### src/swtmr_pkg.sv
`default_nettype none
package swtmr_pkg;

   localparam int OP_W     = 3;
   localparam int STATUS_W = 2;
   localparam int SLOT_W   = 3;
   localparam int DELAY_W  = 16;
   localparam int TIME_W   = 32;

   typedef logic [OP_W-1:0]     op_type;
   typedef logic [STATUS_W-1:0] status_type;
   typedef logic [SLOT_W-1:0]   slot_type;
   typedef logic [DELAY_W-1:0]  delay_type;
   typedef logic [TIME_W-1:0]   time_type;

   // request operation codes
   localparam op_type OP_TICK   = 3'd0;
   localparam op_type OP_ADD    = 3'd1;
   localparam op_type OP_REMOVE = 3'd2;
   localparam op_type OP_TAKE   = 3'd3;
   localparam op_type OP_SET    = 3'd4;

   // response status codes
   localparam status_type STAT_OK         = 2'd0;
   localparam status_type STAT_ARMED      = 2'd1;
   localparam status_type STAT_NOT_ARMED  = 2'd2;
   localparam status_type STAT_NONE_READY = 2'd3;

endpackage
`default_nettype wire

### src/software_timer_task_table.sv
`default_nettype none
// Channel   Direction  Handshake              Payload
// --------  ---------  ---------------------  ----------------------------------------------
// req       in         req_valid / req_ready  operation, slot_index, start_delay,
//                                             repeat_period, new_time
// rsp       out        rsp_valid / rsp_ready  status, ready_slot, time_now
//
// One request at a time. A tick walks the slot table through one shared
// countdown/reload unit, one slot per cycle with the table read overlapped with the
// write-back. A take scans the armed/ready bits one slot per cycle and stops at the
// first ready slot. Reset (synchronous, active high) clears armed and ready bits
// and the time counter; the countdown/period table is only used for armed slots,
// so it needs no clearing.
// The response sits in an output register; req_ready returns as soon as it is loaded,
// so a stalled rsp side only holds the block when a second response is ready.
module software_timer_task_table #(
   parameter int NUM_SLOTS  = 8,
   parameter int COUNT_BITS = 16
) (
   input  wire logic                   clock,
   input  wire logic                   reset,
   input  wire logic                   req_valid,
   output      logic                   req_ready,
   input  wire swtmr_pkg::op_type      req_operation,
   input  wire swtmr_pkg::slot_type    req_slot_index,
   input  wire swtmr_pkg::delay_type   req_start_delay,
   input  wire swtmr_pkg::delay_type   req_repeat_period,
   input  wire swtmr_pkg::time_type    req_new_time,
   output      logic                   rsp_valid,
   input  wire logic                   rsp_ready,
   output      swtmr_pkg::status_type  rsp_status,
   output      swtmr_pkg::slot_type    rsp_ready_slot,
   output      swtmr_pkg::time_type    rsp_time_now
);
   import swtmr_pkg::*;

   localparam int IDX_W = (NUM_SLOTS > 1) ? $clog2(NUM_SLOTS) : 1;
   localparam int CNT_W = $clog2(NUM_SLOTS + 1);
   localparam logic [CNT_W-1:0] SCAN_END = CNT_W'(NUM_SLOTS);

   typedef enum logic [1:0] {ST_IDLE, ST_TICK, ST_TAKE, ST_FINISH} state_type;

   state_type              state_ff;
   logic [NUM_SLOTS-1:0]   armed_ff;
   logic [NUM_SLOTS-1:0]   ready_ff;
   logic [NUM_SLOTS-1:0]   oneshot_ff;   // period is zero
   time_type               time_ff;
   logic [CNT_W-1:0]       scan_ff;      // read pointer of the slot walk
   logic                   pend_ff;      // read data waits for write-back
   logic [IDX_W-1:0]       wb_ff;        // slot being written back
   status_type             stat_ff;
   slot_type               slot_ff;
   logic                   rsp_valid_ff;
   status_type             rsp_status_ff;
   slot_type               rsp_slot_ff;
   time_type               rsp_time_ff;

   // countdown / period table
   logic [COUNT_BITS-1:0]  cd_mem  [NUM_SLOTS];
   logic [COUNT_BITS-1:0]  per_mem [NUM_SLOTS];
   logic [COUNT_BITS-1:0]  rd_cd_ff;
   logic [COUNT_BITS-1:0]  rd_per_ff;

   logic                   req_acc;
   logic [31:0]            idx_ext;
   logic                   idx_ok;
   logic [IDX_W-1:0]       slot_sel;
   logic                   armed_hit;
   logic                   add_ok;
   logic [31:0]            delay_ext;
   logic [31:0]            period_ext;
   logic [COUNT_BITS-1:0]  delay_in;
   logic [COUNT_BITS-1:0]  period_in;
   logic [IDX_W-1:0]       scan_idx;
   logic                   scan_live;
   logic [IDX_W-1:0]       rd_addr;
   logic [31:0]            scan_ext;

   // shared countdown unit
   logic                   both_zero;
   logic [COUNT_BITS-1:0]  cd_dec;
   logic                   tick_expire;
   logic [COUNT_BITS-1:0]  cd_next;
   logic                   tick_wr;

   logic                   cd_we;
   logic [IDX_W-1:0]       cd_wa;
   logic [COUNT_BITS-1:0]  cd_wd;
   logic                   per_we;

   assign req_ready      = (state_ff == ST_IDLE);
   assign req_acc        = req_valid && req_ready;
   assign rsp_valid      = rsp_valid_ff;
   assign rsp_status     = rsp_status_ff;
   assign rsp_ready_slot = rsp_slot_ff;
   assign rsp_time_now   = rsp_time_ff;

   // request decode; slot indexes past the table are rejected
   assign idx_ext    = 32'(req_slot_index);
   assign idx_ok     = idx_ext < 32'(NUM_SLOTS);
   assign slot_sel   = idx_ext[IDX_W-1:0];
   assign armed_hit  = idx_ok && armed_ff[slot_sel];
   assign add_ok     = idx_ok && !armed_ff[slot_sel];
   assign delay_ext  = 32'(req_start_delay);
   assign period_ext = 32'(req_repeat_period);
   assign delay_in   = delay_ext[COUNT_BITS-1:0];
   assign period_in  = period_ext[COUNT_BITS-1:0];

   assign scan_idx   = scan_ff[IDX_W-1:0];
   assign scan_live  = scan_ff < SCAN_END;
   assign rd_addr    = scan_live ? scan_idx : '0;
   assign scan_ext   = 32'(scan_ff);

   // one slot per cycle: zero/zero stays expired, else decrement and reload on zero
   assign both_zero   = (rd_cd_ff == '0) && (rd_per_ff == '0);
   assign cd_dec      = rd_cd_ff - 1'b1;
   assign tick_expire = both_zero || (cd_dec == '0);
   assign cd_next     = (cd_dec == '0) ? rd_per_ff : cd_dec;
   assign tick_wr     = (state_ff == ST_TICK) && pend_ff && armed_ff[wb_ff] && !both_zero;

   assign per_we = req_acc && (req_operation == OP_ADD) && add_ok;
   assign cd_we  = per_we || tick_wr;
   assign cd_wa  = tick_wr ? wb_ff : slot_sel;
   assign cd_wd  = tick_wr ? cd_next : delay_in;

   always_ff @(posedge clock) begin
      if (cd_we) begin
         cd_mem[cd_wa] <= cd_wd;
      end
      if (per_we) begin
         per_mem[slot_sel] <= period_in;
      end
      rd_cd_ff  <= cd_mem[rd_addr];
      rd_per_ff <= per_mem[rd_addr];
   end

   always_ff @(posedge clock) begin
      if (reset) begin
         state_ff     <= ST_IDLE;
         armed_ff     <= '0;
         ready_ff     <= '0;
         time_ff      <= '0;
         scan_ff      <= '0;
         pend_ff      <= 1'b0;
         rsp_valid_ff <= 1'b0;
      end else begin
         // FINISH reloads the output register on its own handshake
         if (rsp_valid_ff && rsp_ready && (state_ff != ST_FINISH)) begin
            rsp_valid_ff <= 1'b0;
         end
         unique case (state_ff)
            ST_IDLE: begin
               if (req_acc) begin
                  slot_ff  <= '0;
                  scan_ff  <= '0;
                  pend_ff  <= 1'b0;
                  unique case (req_operation)
                     OP_TICK: begin
                        stat_ff  <= STAT_OK;
                        time_ff  <= time_ff + 1'b1;
                        state_ff <= ST_TICK;
                     end
                     OP_ADD: begin
                        state_ff <= ST_FINISH;
                        if (!add_ok) begin
                           stat_ff <= STAT_ARMED;
                        end else begin
                           stat_ff              <= STAT_OK;
                           armed_ff[slot_sel]   <= 1'b1;
                           ready_ff[slot_sel]   <= 1'b0;
                           oneshot_ff[slot_sel] <= (period_in == '0);
                        end
                     end
                     OP_REMOVE: begin
                        state_ff <= ST_FINISH;
                        if (!armed_hit) begin
                           stat_ff <= STAT_NOT_ARMED;
                        end else begin
                           stat_ff            <= STAT_OK;
                           armed_ff[slot_sel] <= 1'b0;
                           ready_ff[slot_sel] <= 1'b0;
                        end
                     end
                     OP_TAKE: begin
                        stat_ff  <= STAT_OK;
                        state_ff <= ST_TAKE;
                     end
                     OP_SET: begin
                        stat_ff  <= STAT_OK;
                        time_ff  <= req_new_time;
                        state_ff <= ST_FINISH;
                     end
                     default: begin
                        stat_ff  <= STAT_OK;
                        state_ff <= ST_FINISH;
                     end
                  endcase
               end
            end
            ST_TICK: begin
               if (scan_live) begin
                  scan_ff <= scan_ff + 1'b1;
                  wb_ff   <= scan_idx;
                  pend_ff <= 1'b1;
               end else begin
                  pend_ff <= 1'b0;
               end
               if (pend_ff && armed_ff[wb_ff] && tick_expire) begin
                  ready_ff[wb_ff] <= 1'b1;
               end
               if (pend_ff && !scan_live) begin
                  state_ff <= ST_FINISH;
               end
            end
            ST_TAKE: begin
               if (!scan_live) begin
                  stat_ff  <= STAT_NONE_READY;
                  state_ff <= ST_FINISH;
               end else if (armed_ff[scan_idx] && ready_ff[scan_idx]) begin
                  ready_ff[scan_idx] <= 1'b0;
                  if (oneshot_ff[scan_idx]) begin
                     armed_ff[scan_idx] <= 1'b0;
                  end
                  slot_ff  <= scan_ext[SLOT_W-1:0];
                  state_ff <= ST_FINISH;
               end else begin
                  scan_ff <= scan_ff + 1'b1;
               end
            end
            ST_FINISH: begin
               if (!rsp_valid_ff || rsp_ready) begin
                  rsp_valid_ff  <= 1'b1;
                  rsp_status_ff <= stat_ff;
                  rsp_slot_ff   <= slot_ff;
                  rsp_time_ff   <= time_ff;
                  state_ff      <= ST_IDLE;
               end
            end
         endcase
      end
   end

   // a slot is only ever marked ready while armed
   a_ready_armed: assert property (@(posedge clock) disable iff (reset)
      (ready_ff & ~armed_ff) == '0)
      else $error("ready mark on a disarmed slot");

   // an accepted request always leaves idle
   a_busy_after_req: assert property (@(posedge clock) disable iff (reset)
      req_acc |=> state_ff != ST_IDLE)
      else $error("request accepted without starting work");

   // the time counter moves only when a request is taken
   a_time_hold: assert property (@(posedge clock) disable iff (reset)
      !req_acc |=> $stable(time_ff))
      else $error("time counter changed without a request");

   // the slot walk never runs past the table
   a_scan_bound: assert property (@(posedge clock) disable iff (reset)
      state_ff != ST_IDLE |-> scan_ff <= SCAN_END)
      else $error("slot scan out of range");

endmodule
`default_nettype wire
### config.mk
export PLATFORM = sky130hd
export DESIGN_NAME = software_timer_task_table
export DESIGN_NICKNAME = d
export VERILOG_FILES = /design/src/swtmr_pkg.sv /design/src/software_timer_task_table.sv
export SDC_FILE = /design/constraint.sdc
export NUM_CORES = 1
export LEC_CHECK = 0
export CORE_ASPECT_RATIO = 0.9
export CORE_UTILIZATION = 39
export CTS_BUF_LIST = sky130_fd_sc_hd__clkbuf_2 sky130_fd_sc_hd__clkbuf_4 sky130_fd_sc_hd__clkbuf_8
export DETAILED_ROUTE_END_ITERATION = 8
export DONT_BUFFER_PORTS = 1
export GPL_TIMING_DRIVEN = 0
export PLACE_DENSITY_LB_ADDON = 0.08
export SLEW_MARGIN = 20
export SYNTH_ARGS = -nofsm -noshare
export SYNTH_HDL_FRONTEND = slang
export SYNTH_SLANG_ARGS = --single-unit
### constraint.sdc
create_clock -name clock -period 5.3 [get_ports clock]
set_input_delay 1.06 -clock clock [delete_from_list [all_inputs] [get_ports clock]]
set_output_delay 1.06 -clock clock [all_outputs]
set_load 0.01 [all_outputs]
Word-level counts from Yosys, hierarchy flattened
Memory sizes are Yosys's and may differ from the RTL's. A register that Yosys moved wholly into a read port is not among the register bits.
Cells that the tools add are included.
{"block": "totals", "reg_bits": 109, "ram_bits": 256, "input_bits": 74, "out_inout_bits": 39, "n_memories": 2}
{"block": "classes", "n_addsub": 3, "order_cmp": 8, "n_eq_ne": 22, "mux": 70, "bitwise_logic": 9, "n_reduce_logical": 46}
{"memory": "cd_mem", "words": 8, "word_bits": 16, "read_ports": 1, "rd_ports_with_merged_regs": 1, "wr": 1, "line_no": "software_timer_task_table.sv:59", "rtl": "logic [COUNT_BITS-1:0] cd_mem [NUM_SLOTS];"}
{"memory": "per_mem", "words": 8, "word_bits": 16, "read_ports": 1, "rd_ports_with_merged_regs": 1, "wr": 1, "line_no": "software_timer_task_table.sv:60", "rtl": "logic [COUNT_BITS-1:0] per_mem [NUM_SLOTS];"}
{"cell": "8-bit 2-to-1 mux", "n": 12}
{"cell": "16-bit logical NOT", "n": 4}
{"cell": "32-bit one-hot mux with 2 select lines", "n": 1}
{"cell": "8-bit one-hot mux with 2 select lines", "n": 3}
{"cell": "32-bit by 1-bit adder with 32-bit output, second input constant", "n": 1}
{"cell": "8-bit bitwise AND", "n": 4}
{"cell": "16-bit 2-to-1 mux", "n": 2}
{"cell": "8-bit one-hot mux with 3 select lines", "n": 1}
{"cell": "1-bit logical AND", "n": 18}
{"cell": "1-bit 2-to-1 mux", "n": 18}
{"cell": "3-bit by 4-bit less-than comparator with 1-bit output, second input constant", "n": 4}
{"cell": "2-bit 2-to-1 mux", "n": 8}
{"cell": "4-bit 2-to-1 mux", "n": 4}
{"cell": "2-bit != test, second input constant", "n": 8}
{"cell": "8-bit inverter", "n": 2}
{"cell": "8-bit OR", "n": 2}
{"cell": "8-bit AND reduction", "n": 2}
{"cell": "16-bit by 1-bit subtractor with 16-bit output, second input constant", "n": 1}
{"cell": "1-bit binary-select mux with 3-bit select", "n": 5}
{"cell": "3-bit 2-to-1 mux", "n": 5}
{"cell": "5-bit AND reduction", "n": 3}
{"cell": "2-bit one-hot mux with 2 select lines", "n": 3}
{"cell": "4-bit one-hot mux with 3 select lines", "n": 1}
{"cell": "1-bit demux with 3-bit select", "n": 3}
{"cell": "other kinds (25)", "n": 43}

Depth between registers and ports, before layout
{"block": "logic_depth", "ltp_word": 10, "ltp_mapped": 10, "mapped_depth_nobuf": 9}

Worst setup path before layout
Ideal clock, no wire load.
{"block": "synth_timing", "kind": "input to register", "start": "in reset", "end": "reg rsp_slot_ff[0], in the netlist rsp_ready_slot[0] (enable)", "arrival_ps": 4222, "required_ps": 4815, "setup_slack_ps": 593, "path_stages": 3, "path_cell_list": "clkbuf_1 > clkbuf_1 > nor3b_1"}
{"block": "synth_via", "elab_chain_len": 2}
{"item": "start, declared", "line_no": "software_timer_task_table.sv:21", "rtl": "input wire logic reset,"}
{"item": "1-bit inverter (no line)"}
{"item": "3-bit AND reduction (no line)"}
{"item": "end signal, assigned", "line_no": "software_timer_task_table.sv:234", "rtl": "rsp_slot_ff <= slot_ff;"}
{"item": "end, declared", "line_no": "software_timer_task_table.sv:55", "rtl": "slot_type rsp_slot_ff;"}
Every way passes these cells.
A chain may end at the register's enable or synchronous reset.

Final worst setup path
{"block": "layout_timing", "start": "reg state_ff[1]", "end": "mem cd_mem[5][10] (enable)"}
{"block": "layout_via", "elab_chain_len": 7}
{"item": "start, declared", "line_no": "software_timer_task_table.sv:43", "rtl": "state_type state_ff;"}
{"item": "start signal, assigned", "line_no": "software_timer_task_table.sv:139", "rtl": "state_ff <= ST_IDLE;"}
{"item": "start signal, assigned", "line_no": "software_timer_task_table.sv:161", "rtl": "state_ff <= ST_TICK;"}
{"item": "start signal, assigned", "line_no": "software_timer_task_table.sv:164", "rtl": "state_ff <= ST_FINISH;"}
{"item": "2-bit by 1-bit equality test with 1-bit output / 2-bit logical NOT (equally long branches)", "line_no": "software_timer_task_table.sv:119, software_timer_task_table.sv:91"}
{"item": "1-bit logical AND, on equally long branches", "line_no": "software_timer_task_table.sv:119, software_timer_task_table.sv:92"}
{"item": "1-bit logical AND, on equally long branches (2 in series)", "line_no": "software_timer_task_table.sv:119, software_timer_task_table.sv:121"}
{"item": "1-bit logical OR", "line_no": "software_timer_task_table.sv:122", "rtl": "assign cd_we = per_we || tick_wr;"}
{"item": "1-bit 2-to-1 mux", "line_no": "software_timer_task_table.sv:127", "rtl": "if (cd_we) begin"}
{"item": "1-bit 2-to-1 mux (implied by the code)", "line_no": "software_timer_task_table.sv:128", "rtl": "cd_mem[cd_wa] <= cd_wd;"}
{"item": "end, declared", "line_no": "software_timer_task_table.sv:59"}
Several ways; a longest one is shown, not always the timed one.

==> metrics.md <==
| Metric | Value |
|---|---|
| Leading cell types in the layout, fill and taps excluded | edfxtp_1 (309), nor2_1 (94), dfxtp_1 (88) |
| CTS hold repair buffers | 0 |
| Clock buffer depth | 3 |
| First-pass GRT wire length | 66.6 mm |
| Total track usage | 21.1% |
| Total CTS buffers | 69 |
| Outcome | finished, final reports clean |
| Final Hold Viols | 0 |
| Sequential area share after synthesis | 66.5% |
| Post-synth EDFFs | 309 |
| Critical path launch point type | register |
| Starting DRC count in detailed routing | just over 1000 |
| Switch share | 28.4% |
| Crit Path Max Fanout | 16 |
| Diode count | 0 |
| Commonest non-fill, non-tap cell in the layout | edfxtp_1 |
| RD Place Congestion | between 0.8 and 0.9 |
| Crit path DAT | 4330 ps |
| Die height | 198 um |
| RSZ-0062 raised after global routing | no |
| Top cells by area, synth | edfxtp_1 (56%), dfxtp_1 (11%), mux4_2 (9.0%), mux2_2 (2.6%), nor2_1 (2.5%) |
| Root buffer cell | clkbuf_8 |
| Hold_sp | slot_ff[2] |
| Clock Power Share | around 37% |
| Yosys warns | 0 |
| Width of the die | 219 um |
| Final setup viols | 0 |
| Worst ir drop on vdd | 0.212 mV |
| Initial Util | approximately two fifths |
| P_sw | 2240 uW |
| Final min period | 4080 ps |
| Share of cells above drive strength 1 | 21.6% |
| Avg Inst Size Synth | 14.5 um^2 |
| Mapped Nets | 1230 |
| Vias in the first global route | 10285 |
| Setup CP Type | register to register |
| I/O pin cnt | 113 |
| Slowest CP cell | a211oi_1 |
| Synth-to-Final Area Change | 14.4% |
| Post_cts resized | 0 |
| Placed cells | roughly 1700 |
| CTS sink cnt | 397 |
| Synth top area share | 55.9% |
| DR WL/cell | around 24 um |
| Critical Path, Cell by Cell | inv_1 > ha_1 > clkbuf_1 > o31ai_1 > a211oi_1 > buf_2 > a21oi_1 > nor2_4 |
| Final #Nets | 1314 |
| Slew Viols, Final | 0 |
| Yosys top cell by area | edfxtp_1 |
| CP endpoint kind | register |
| Pre-Repair DR Iteration Count | 5 |
| Fin crit share | just under 80% |
| Flops & latches, synth | between 300 and 400 |
| WL final | 44.6 mm |
| DRC viols | 0 |
| Number of max-cap violations | 0 |
| Worst-Skew Late Latency | 640 ps |
| CTS tree | built |
| Clock Skews | around 28 ps |
| Gate power share | 16.2% |
| Antenna viol nets, final | 0 |
| Worst Hold Class | register to register |
| Cell-internal power | 5660 uW |
| Post-DP HPWL | between 30 and 40 mm |
| Clock transition at path regs | 60 ps |
| Syn Inst Count | 1146 |
| H-Tree Depth | 3 |
| Cell row count | 71 |
| Reg-to-Reg Start | state_ff[1] |
| Critical Path RT | 5550 ps |
| Largest net degree at the start of global routing | 17 |
| Die area | 43400 um^2 |
| Fin cells | 1832 |
| DR vias | 10320 |
| Post-Syn Area | about 17000 um^2 |
| Async SR Flop Fraction | 0% |
| Slew of the pin with the lowest slew margin | 1060 ps |
| Hold Slack | 419 ps |
| # Post-CTS Setup Buffers | 0 |
| Sequential share of power | 46.4% |
| Pwr Density | 416 nW/um^2 |
| Setup TNS | 0 ps |
| Global route total overflow | 0 |
| Most used flip-flop cell after synthesis | edfxtp_1 |
| Max stage delay on crit path | 850 ps |
| Unique masters post-synth | 70 |
| I/O Buffers | 0 |
| Core area | between 40000 and 50000 um^2 |
| Avg Vias per Cell | 5.63 |
| Antenna violations before repair | 1 |
| Slew margin rel. | 29.5% |
| Fmax | 245 MHz |
| Leak | 0.00599 uW |
| Critical Path Source | state_ff[1] |
-- registers in the layout (all words and copies together) (netlist names), 4 cells and up, named ones only --
signal and count:
cd_mem 128, oneshot_ff 8, per_mem 128, rd_cd_ff 16
rd_per_ff 16, ready_ff 8, rsp_time_now 32, scan_ff 4
time_ff 32
-- metal layers --
layer	track usage, %	up-vias	routed length (um)
li1	-	4688	-
met5	0	-	14
met1	30.7	5239	21300
met3	5.16	78	2650
met2	31.0	313	19700
met4	6.10	2	990
-- power by group through the flow --
stage	logic, uW	registers (uW)	clock network [uW]
global placement	1250	3740	0
finish	1280	3670	2960
detailed placement	1270	3740	0
global route	1400	3680	3170
floorplan	907	3660	0
CTS	1280	3670	3030
-- critical path, delay by kind of cell (launching register included) --
| kind | cells | cell delay [ps] |
|---|---|---|
| and+or+nand+nor | 1 | 700 |
| DFF | 1 | 340 |
| adders and majority gates | 1 | 150 |
| buffers and inverters | 3 | 1000 |
| AOI/OAI and AO/OA | 3 | 1510 |
-- cells in the mapped netlist (9+ instances only) --
library cell,instances
edfxtp_1,309
nand3_1,18
a211oi_1,27
o22ai_1,12
nand2b_1,10
mux2_2,39
o21ai_0,40
mux2i_1,13
nor3_1,18
a21oi_1,61
nor2_1,110
nand4_1,11
a31oi_1,22
ha_1,10
nor4_1,19
buf_1,13
buf_2,9
inv_1,22
mux4_2,66
clkbuf_1,43
nand2_1,57
dfxtp_1,88
-- final timing paths --
path / endpoint / cells after the start / slack, ps
min reg2reg: rsp_ready_slot[2] / 0 / 420
max reg2reg: cd_mem[5][10] / 8 / 1220
min: rsp_ready_slot[2] / 0 / 420
max: cd_mem[5][10] / 8 / 1220
-- kinds of logic (layout without fill, tap and decap cells) --
logic type,Yosys count,in the layout,share of synthesized area [%]
AOI/OAI and AO/OA,218,218,8.47
xor gates and xnor gates,15,15,0.791
adders and majority gates,10,10,0.754
buffers and inverters,89,228,2.15
DFF,397,397,66.5
muxes,118,118,12.4
and+or+nand+nor,299,299,8.95
-- per-stage QoR --
| stage | utilization (%) | instance area (um^2) | power [uW] | worst slack [ps] |
|---|---|---|---|---|
| after floorplan | - | 16600 | 4560 | 593 |
| after global placement | 41.3 | 17300 | 4990 | -931 |
| after detailed placement | 41.9 | 17500 | 5010 | 939 |
| after CTS | 45.3 | 19000 | 7980 | 1280 |
| after global routing | 45.4 | 19000 | 8250 | 981 |
| final | 45.4 | 19000 | 7910 | 1220 |
-- layout make-up --
class                   instances  area, um^2
fillers                      3727       22800
flip-flops and latches        397       11000
multi-input cells             660        5300
clock buffers                  99        1230
well taps                     547         684
plain buffers                  67         277
clock inverters                27         226
repair buffers                 13         158
inverters                      22        82.6
No activity file was read; power rests on OpenSTA's default activity.
